[src/design/dtmq_pkg.sv]
// Shared types and constants for the deadline timer message queue.
`timescale 1ns / 1ps
package dtmq_pkg;

  localparam logic [2:0] OP_ADD_MSG = 3'd0;
  localparam logic [2:0] OP_ADD_TMR = 3'd1;
  localparam logic [2:0] OP_ADD_DLY = 3'd2;
  localparam logic [2:0] OP_GET     = 3'd3;
  localparam logic [2:0] OP_RM      = 3'd4;
  localparam logic [2:0] OP_RM_ALL  = 3'd5;

  localparam logic [1:0] MODE_MSGS   = 2'd0;
  localparam logic [1:0] MODE_TIMERS = 2'd1;
  localparam logic [1:0] MODE_BOTH   = 2'd2;

  localparam logic [1:0] ST_DONE = 2'd0;
  localparam logic [1:0] ST_FULL = 2'd1;
  localparam logic [1:0] ST_RET  = 2'd2;
  localparam logic [1:0] ST_NONE = 2'd3;

  localparam logic [2:0] CELL_HOLD  = 3'd0;
  localparam logic [2:0] CELL_LOAD  = 3'd1;
  localparam logic [2:0] CELL_PREV  = 3'd2;
  localparam logic [2:0] CELL_NEXT  = 3'd3;
  localparam logic [2:0] CELL_CLEAR = 3'd4;

  localparam logic [19:0] ANTICIP_RESET = 20'd550;
  localparam logic [9:0]  US_PER_MS     = 10'd1000;
  localparam logic [9:0]  LATE_MAX      = 10'd1000;
  localparam logic [19:0] LATE_CLIP     = 20'd1001000;
  localparam logic [20:0] LATE_RECIP    = 21'd1073742;
  localparam int          LATE_SHIFT    = 30;
  localparam logic [39:0] TIME_MAX      = 40'hFF_FFFF_FFFF;

  typedef struct packed {
    logic [2:0]  opcode;
    logic [1:0]  get_mode;
    logic [39:0] now_us;
    logic [31:0] delay_ms;
    logic [15:0] msg_class;
    logic [15:0] msg_type;
    logic [15:0] dest_id;
    logic [31:0] dest_serial;
    logic [31:0] payload;
    logic        class_any;
    logic        type_any;
  } cmd_t;

  typedef struct packed {
    logic [1:0]  status;
    logic [4:0]  count;
    logic [5:0]  removed_count;
    logic        was_timer;
    logic [15:0] out_class;
    logic [15:0] out_type;
    logic [15:0] out_dest_id;
    logic [31:0] out_dest_serial;
    logic [31:0] out_payload;
    logic [31:0] out_serial;
    logic [9:0]  lateness_ms;
  } result_t;

  typedef struct packed {
    logic [39:0] deadline;
    logic [15:0] cls;
    logic [15:0] typ;
    logic [15:0] dst;
    logic [31:0] dser;
    logic [31:0] data;
    logic [31:0] serial;
    logic        delayed;
  } entry_t;

  typedef struct packed {
    logic [39:0] deadline;
    logic [15:0] cls;
    logic [15:0] typ;
    logic [15:0] dst;
    logic        class_any;
    logic        type_any;
  } key_t;

  typedef struct packed {
    logic [2:0] op;
  } cell_ctl_t;

endpackage

[src/design/dtmq_cell.sv]
// One storage cell of a shifting entry row, with its deadline compare and match logic.
`timescale 1ns / 1ps
module dtmq_cell (
  input  logic                clk,
  input  logic                rst,
  input  dtmq_pkg::cell_ctl_t ctl,
  input  dtmq_pkg::entry_t    load_entry,
  input  dtmq_pkg::entry_t    prev_entry,
  input  logic                prev_valid,
  input  dtmq_pkg::entry_t    next_entry,
  input  logic                next_valid,
  input  dtmq_pkg::key_t      key,
  output dtmq_pkg::entry_t    entry,
  output logic                valid,
  output logic                later,
  output logic                hit
);

  always_ff @(posedge clk) begin
    if (rst) begin
      valid <= 1'b0;
    end else begin
      unique case (ctl.op)
        dtmq_pkg::CELL_HOLD:  valid <= valid;
        dtmq_pkg::CELL_LOAD:  valid <= 1'b1;
        dtmq_pkg::CELL_PREV:  valid <= prev_valid;
        dtmq_pkg::CELL_NEXT:  valid <= next_valid;
        dtmq_pkg::CELL_CLEAR: valid <= 1'b0;
        default:              valid <= valid;
      endcase
    end
  end

  always_ff @(posedge clk) begin
    unique case (ctl.op)
      dtmq_pkg::CELL_LOAD: entry <= load_entry;
      dtmq_pkg::CELL_PREV: entry <= prev_entry;
      dtmq_pkg::CELL_NEXT: entry <= next_entry;
      default:             entry <= entry;
    endcase
  end

  assign later = valid && (entry.deadline > key.deadline);
  assign hit   = valid && (entry.dst == key.dst) &&
                 (key.class_any || (entry.cls == key.cls)) &&
                 (key.type_any || (entry.typ == key.typ));

endmodule

[config.mk]
export PLATFORM = sky130hd
export DESIGN_NAME = dtmq_cell
export DESIGN_NICKNAME = d
export VERILOG_FILES = /design/src/design/dtmq_pkg.sv /design/src/design/dtmq_cell.sv
export SDC_FILE = /design/constraint.sdc
export NUM_CORES = 1
export LEC_CHECK = 0
export ABC_AREA = 1
export BUFFER_PORTS_ARGS = -buffer_cell sky130_fd_sc_hd__buf_4
export CORE_AREA = 3 3 329 331
export CTS_CLUSTER_DIAMETER = 150
export DETAILED_ROUTE_END_ITERATION = 10
export DIE_AREA = 0 0 332 334
export MAX_ROUTING_LAYER = met4
export PLACE_DENSITY = 0.33
export SYNTH_ARGS = -nofsm -noshare
export SYNTH_HDL_FRONTEND = slang
export SYNTH_SLANG_ARGS = --single-unit
[constraint.sdc]
create_clock -name clk -period 12.1 [get_ports clk]
set_input_delay 2.42 -clock clk [delete_from_list [all_inputs] [get_ports clk]]
set_output_delay 2.42 -clock clk [all_outputs]
set_load 0.005 [all_outputs]
==> results by group, run 1 <==
Run status
  • Status: finished, final reports clean

Routing
  • Via Count: 13275
  • DRT antenna net count: 0
  • Initial DRC Count: 713
  • Residual DRC: 0
  • Routed length per placed instance: 23.3 um
  • DRT Wirelength: 83300 um
  • Avg Vias per Cell: 3.72
  • First drt pass iteration count: 5

Clock tree
  • H-tree Lvls: 4
  • Postcts setup bufs: 0
  • CTS resizes: 0
  • # clock sinks: 186
  • Clock Path Buffers: 2
  • Worst skew pair latency: 0.49 ns
  • CTS clk-pin slew, worst paths: 0.07 ns
  • Cts hold-fix bufs: 0
  • CTS tree: done
  • CTS buffer count: 17
  • Root buffer cell: clkbuf_16

Worst setup path
  • Crit path arrival time: 4.50 ns
  • Worst-path fanout max: 1
  • Setup CP Type: in2out
  • Type of destination of the critical path: output port
  • CP startpoint kind: input pin
  • WP data required: 9.68 ns

Synthesis
  • Top post-synthesis cells by area: edfxtp_1, nand3_1, nand2_1
  • Share of the synthesized area in the top cell type: 0.501
  • Sequential fraction of the synthesis area: 0.503
  • Cell area after synthesis: 11100 um^2
  • Syn Inst Count: 1356
  • #FFs+latches synth: 186
  • Number of synthesis warnings: 0
  • Count of cell types in the netlist: 24
  • Mapped Nets: 2048
  • Area leader, netlist: edfxtp_1
  • Avg Cell Area, Syn: 8.17 um^2

Floorplan
  • Die height: 334 um
  • Width of the die: 332 um
  • I/O pins: 840
  • CORE AREA: 105000 um^2
  • # rows: 119
  • Die area: 111000 um^2
  • Starting Density: 0.105

Layout
  • Area Growth Syn to Fin: 75.8%
  • Layout cells sized above 1: 0.415
  • Cell area after layout: 19500 um^2
  • Non-Filler Instances: 3566
  • Nets: 2839

Place
  • Final HPWL DP: 69200 um
  • Placed insts: 3519
  • IO Port Bufs: 839
  • Post-placement cell area: 18900 um^2
  • RD Place Congestion: 0.899

Global route
  • Initial antenna violation count: 30
  • Pin count of the biggest net entering global routing: 77
  • Tot GR Track Use: 0.149
  • First-pass GRT wire length: 113000 um
  • Vias in the first global route: 13996
  • GRT Residual Overflow: 0

Timing
  • Total Neg Setup Slack: 0 ns
  • Tcrit/Tclk final: 0.571
  • RSZ-0062 raised after global routing: no
  • Min cycle time layout: 6.92 ns
  • Final count of hold timing violations: 0
  • Final setup fails: 0
  • Max-slew headroom: 0.302
  • Slew @ Worst Pin: 1.04 ns
  • Peak Freq: 145 MHz
  • Clock Skews: 0 ns
  • Final Max Slew Viols: 0

Min path
  • Hold WC Path Type: reg2reg

Pwr
  • Leak Pwr: 8.89 nW
  • Worst VDD drop: 86.2 uV
  • PD cells: 99.7 nW/um^2

Run
  • Max capacitance violation total: 0
## metrics by stage
stage	total power [mW]	setup slack (ns)	utilization	hold slack (ns)
after floorplan	1.00	0.956	-	0.600
after global placement	1.38	5.10	0.179	0.793
after detailed placement	1.38	5.11	0.179	0.811
after CTS	1.99	5.10	0.184	0.824
after global routing	2.05	5.07	0.185	0.862
final	1.94	5.18	0.185	0.792
## synth_stat cells, drive strengths merged
cell type,count
nand2,465
nand3,380
edfxtp,185
inv,87
clkbuf,44
nor2,41
ha,40
buf,37
xnor2,20
a21oi,18
or2,9
nand4,8
xor2,6
o21ai,5
nor3,3
a21o,2
nor3b,2
dfxtp,1
o211ai,1
o21a,1
o22ai,1
## placed cells by master, fill, tap and decap left out
cell type	instances
or2_2	9
diode_2	15
o22ai_1	1
nor2_4	3
nor3b_1	2
xor2_1	6
buf_4	852
inv_8	3
clkinv_1	2
ha_1	40
o21ai_0	5
o211ai_1	1
nand3_1	380
clkinv_4	3
dfxtp_1	1
nor3_1	3
inv_2	1
inv_1	85
clkbuf_16	17
clkinvlp_4	3
nand2_1	465
edfxtp_1	185
o21a_1	1
a21oi_1	18
a21o_1	2
inv_6	4
xnor2_1	20
nand4_1	8
clkbuf_1	1
clkbuf_8	1
nor2_1	38
## kinds of logic after synthesis
group | share of synthesized area
adder cells (fa/ha/maj) | 0.0452
flip-flops | 0.503
AND/OR/NAND/NOR | 0.357
AO/OA/AOI/OAI | 0.0137
XOR/XNOR | 0.0206
buffers and inverters | 0.0608
## where the power goes
group	internal [mW]	leakage (nW)	switching (mW)
clock network	0.268	0.257	0.317
logic	0.273	6.87	0.247
registers	0.789	1.77	0.0473
## worst max-delay path, stage by stage
cell	delay [ns]
buf_4	0.11
xnor2_1	0.16
nand2_1	0.10
nor2_1	0.78
nand3_1	0.26
nor2_1	0.31
nand2_1	0.10
nor2_1	0.11
buf_4	0.13
## area by class of cell
class / instances / area [um^2]
Inverter: 87 / 334
Antenna cell: 15 / 37.5
Sequential cell: 186 / 5580
Timing Repair Buffer: 853 / 6410
Fill cell: 12032 / 85900
Multi-Input combinational cell: 1002 / 4840
Clock buffer: 18 / 429
Tap cell: 1391 / 1740
Clock inverter: 14 / 114
## state kept, by name, summed over array words and instances, names as in the netlist
signal and flops:
valid 1, entry 185
## per-layer routing
layer	track usage	wire length, um	vias up
li1	-	-	6194
met1	0.171	34100	6439
met2	0.250	41000	583
met3	0.0562	7090	59
met4	0.0262	988	0
met5	-	0	-
## final timing paths
kind,start,endpoint,slack (ns),depth (start not counted)
setup reg to reg,valid,valid,11.15,2
setup / recovery,key[17],hit,5.18,9
hold reg to reg,valid,valid,0.79,2
hold / removal,valid,valid,0.79,2
Note: power is estimated with default switching activity, not from simulation.
==> inputs of run 2 (changes only) <==
--- a/config.mk
+++ b/config.mk
@@ -7,12 +7,12 @@
 export LEC_CHECK = 0
 export ABC_AREA = 1
 export BUFFER_PORTS_ARGS = -buffer_cell sky130_fd_sc_hd__buf_4
-export CORE_AREA = 3 3 329 331
+export CORE_AREA = 3 3 326 328
 export CTS_CLUSTER_DIAMETER = 150
 export DETAILED_ROUTE_END_ITERATION = 10
-export DIE_AREA = 0 0 332 334
+export DIE_AREA = 0 0 329 331
 export MAX_ROUTING_LAYER = met4
-export PLACE_DENSITY = 0.33
+export PLACE_DENSITY = 0.35
 export SYNTH_ARGS = -nofsm -noshare
 export SYNTH_HDL_FRONTEND = slang
 export SYNTH_SLANG_ARGS = --single-unit
==> constraint.sdc (replaced) <==
create_clock -name clk -period 6.3 [get_ports clk]
set_input_delay 1.26 -clock clk [delete_from_list [all_inputs] [get_ports clk]]
set_output_delay 1.26 -clock clk [all_outputs]
set_load 0.005 [all_outputs]
==> run 2 against run 1 <==
Effect of this change: global-route usage up 0.14 points; utilization up 0.45 points; sequential cell count unchanged; sequential power is 91% higher; first-iteration DRC count is 35% lower; power rose by 98%; design area up 0.55%; largest power group unchanged; clock-buffer cell count unchanged.
==> results by group, run 2 (synthesis gave the netlist of run 1 again) <==
Pwr
  • Leak Pwr: 8.92 nW (+0.35%)
  • PD cells: 196 nW/um^2 (+97%)
  • Worst VDD drop: 160 uV (+85%)

Floorplan
  • I/O pins: 840 (unchanged)
  • Starting Density: 0.107 (+0.00195)
  • Width of the die: 329 um (-0.90%)
  • Die height: 331 um (-0.90%)
  • CORE AREA: 103000 um^2 (-1.8%)
  • # rows: 118 (-0.84%)
  • Die area: 109000 um^2 (-1.8%)

Timing
  • Slew @ Worst Pin: 0.992 ns (-0.0504 ns)
  • Final setup fails: 0 (unchanged)
  • Worst hold slack: 0.847 ns (+0.0552 ns)
  • Final count of hold timing violations: 0 (unchanged)
  • Tcrit/Tclk final: 0.701
  • Clock Skews: 0 ns (unchanged)
  • Final Max Slew Viols: 0 (unchanged)
  • Peak Freq: 227 MHz
  • Min cycle time layout: 4.41 ns
  • Setup WS post-layout: 1.89 ns (-3.30 ns)
  • RSZ-0062 raised after global routing: no
  • Max-slew headroom: 0.338 (+0.0362)
  • Total Neg Setup Slack: 0 ns (unchanged)

Clock tree
  • CTS tree: done
  • H-tree Lvls: 4 (unchanged)
  • CTS clk-pin slew, worst paths: 0.08 ns (about the same)
  • Cts hold-fix bufs: 0 (unchanged)
  • Clock Path Buffers: 2 (unchanged)
  • Worst skew pair latency: 0.51 ns (+0.02 ns)
  • CTS buffer count: 17 (unchanged)
  • Postcts setup bufs: 0 (unchanged)
  • Root buffer cell: clkbuf_16
  • # clock sinks: 186 (unchanged)
  • CTS resizes: 0 (unchanged)

Worst setup path
  • Reg2reg path depth: 2 (unchanged)
  • Worst setup path end: hit
  • Most Frequent Cell on Critical Path: nor2_1
  • WP depth: 9 (unchanged)
  • CP startpoint kind: input pin
  • Critical Path Source: key[8]
  • Slowest-stage cell, CP: nor2_1
  • Worst r2r src: valid
  • Buf+Inv Stages, Crit Path: 2 (unchanged)
  • Delay-heaviest family, CP: simple AND/OR/NAND/NOR gates
  • Terminus of the critical flop-to-flop path: valid
  • Worst-path fanout max: 1 (unchanged)
  • R2R setup slack: 5.28 ns (-5.87 ns)
  • Type of destination of the critical path: output port
  • Setup CP Type: in2out
  • CP cell instances: buf_4, xnor2_1, nand2_1, nor2_1, nand3_1, nor2_1, nand2_1, nor2_1, buf_4
  • WP data required: 5.04 ns (-4.64 ns)
  • Crit path largest cell delay: 0.73 ns (-0.05 ns)
  • Crit path arrival time: 3.15 ns (-1.35 ns)

Layout
  • Util after Layout: 0.189 (+0.00447)
  • Most frequent cells in the layout: buf_4, nand2_1, nand3_1
  • Top reg by flops: entry
  • Layout cells sized above 1: 0.414 (-0.00109)
  • Non-Filler Instances: 3561 (-0.14%)
  • Top Registers: entry: 185 flops, valid: 1 flops
  • Most common cell after layout, fill and taps aside: buf_4
  • Max reg flops: 185 (unchanged)
  • Nets: 2836 (-0.11%)
  • Area Growth Syn to Fin: 76.8%

Routing
  • Via Count: 13150 (-0.94%)
  • Residual DRC: 0 (unchanged)
  • Initial DRC Count: 463 (-35%)
  • Routed length per placed instance: 23.4 um (+0.26%)
  • DRT Wirelength: 83400 um (+0.12%)
  • DRT antenna net count: 0 (unchanged)
  • Avg Vias per Cell: 3.69 (-0.80%)
  • First drt pass iteration count: 5 (unchanged)

Min path
  • Hold WC Path Type: reg2reg

Global route
  • Initial antenna violation count: 42 (+40%)
  • GRT Residual Overflow: 0 (unchanged)
  • First-pass GRT wire length: 109000 um (-3.7%)
  • Pin count of the biggest net entering global routing: 129 (+68%)
  • Tot GR Track Use: 0.150 (+0.00142)
  • Vias in the first global route: 13339 (-4.7%)

Run
  • Max capacitance violation total: 0 (unchanged)

Run status
  • Status: finished, final reports clean

Place
  • Pre-CTS WS: 1.74 ns (-3.37 ns)
  • Final HPWL DP: 68200 um (-1.4%)
  • Placed insts: 3505 (-0.40%)
  • RD Place Congestion: 0.857 (-4.7%)
  • IO Port Bufs: 839 (unchanged)
## run 2: changes by cell type in the layout (fill, tap and decap cells not counted)
cell / change
inv_6: -3
bufinv_16: +3
diode_2: +10
buf_12: +5
buf_4: -8
clkinvlp_4: -1
## run 2: worst min path at each step
stage	start	to	slack, ns	depth (start not counted)
2_1_floorplan	valid	valid	0.60	2
3_3_place_gp	valid	valid	0.78	2
3_5_place_dp	valid	valid	0.81	2
4_1_cts	valid	valid	0.82	2
5_1_grt	rst	valid	0.87	2
6_report	valid	valid	0.85	2
## run 2: power breakdown
group          total [mW]  leakage [nW]  switching, mW  internal, mW
Clock                1.24         0.286          0.615         0.628
Sequential           1.60          1.77         0.0845          1.51
Combinational        1.00          6.87          0.472         0.528
## run 2: cell type report
type                            count  area [um^2]
Multi-Input combinational cell   1002         4840
Clock buffer                       18          429
Antenna cell                       25         62.6
Fill cell                       11828        83900
Tap cell                         1380         1730
Timing Repair Buffer              850         6450
Inverter                           87          334
Sequential cell                   186         5580
Clock inverter                     13          170
## run 2: per-stage QoR
step | instance area [um^2] | power (mW)
after floorplan | 11100 | 1.91
after global placement | 18900 | 2.66
after detailed placement | 18900 | 2.66
after CTS | 19500 | 3.96
after global routing | 19600 | 4.06
final | 19600 | 3.84
## run 2: per-layer routing
metal  track usage  part of all wire  routed length (um)  vias up
li1              -                 -                   -     6186
met1         0.173              0.41               34100     6309
met2         0.234              0.48               39700      593
met3        0.0625             0.096                7980       62
met4        0.0543             0.020                1660        0
met5             -                 0                   0        -
## run 2: worst reg2reg max path, stage by stage, from the launching register on
cell	delay [ns]
dfxtp_1	0.63
nor3_1	0.13
nor3b_1	0.19
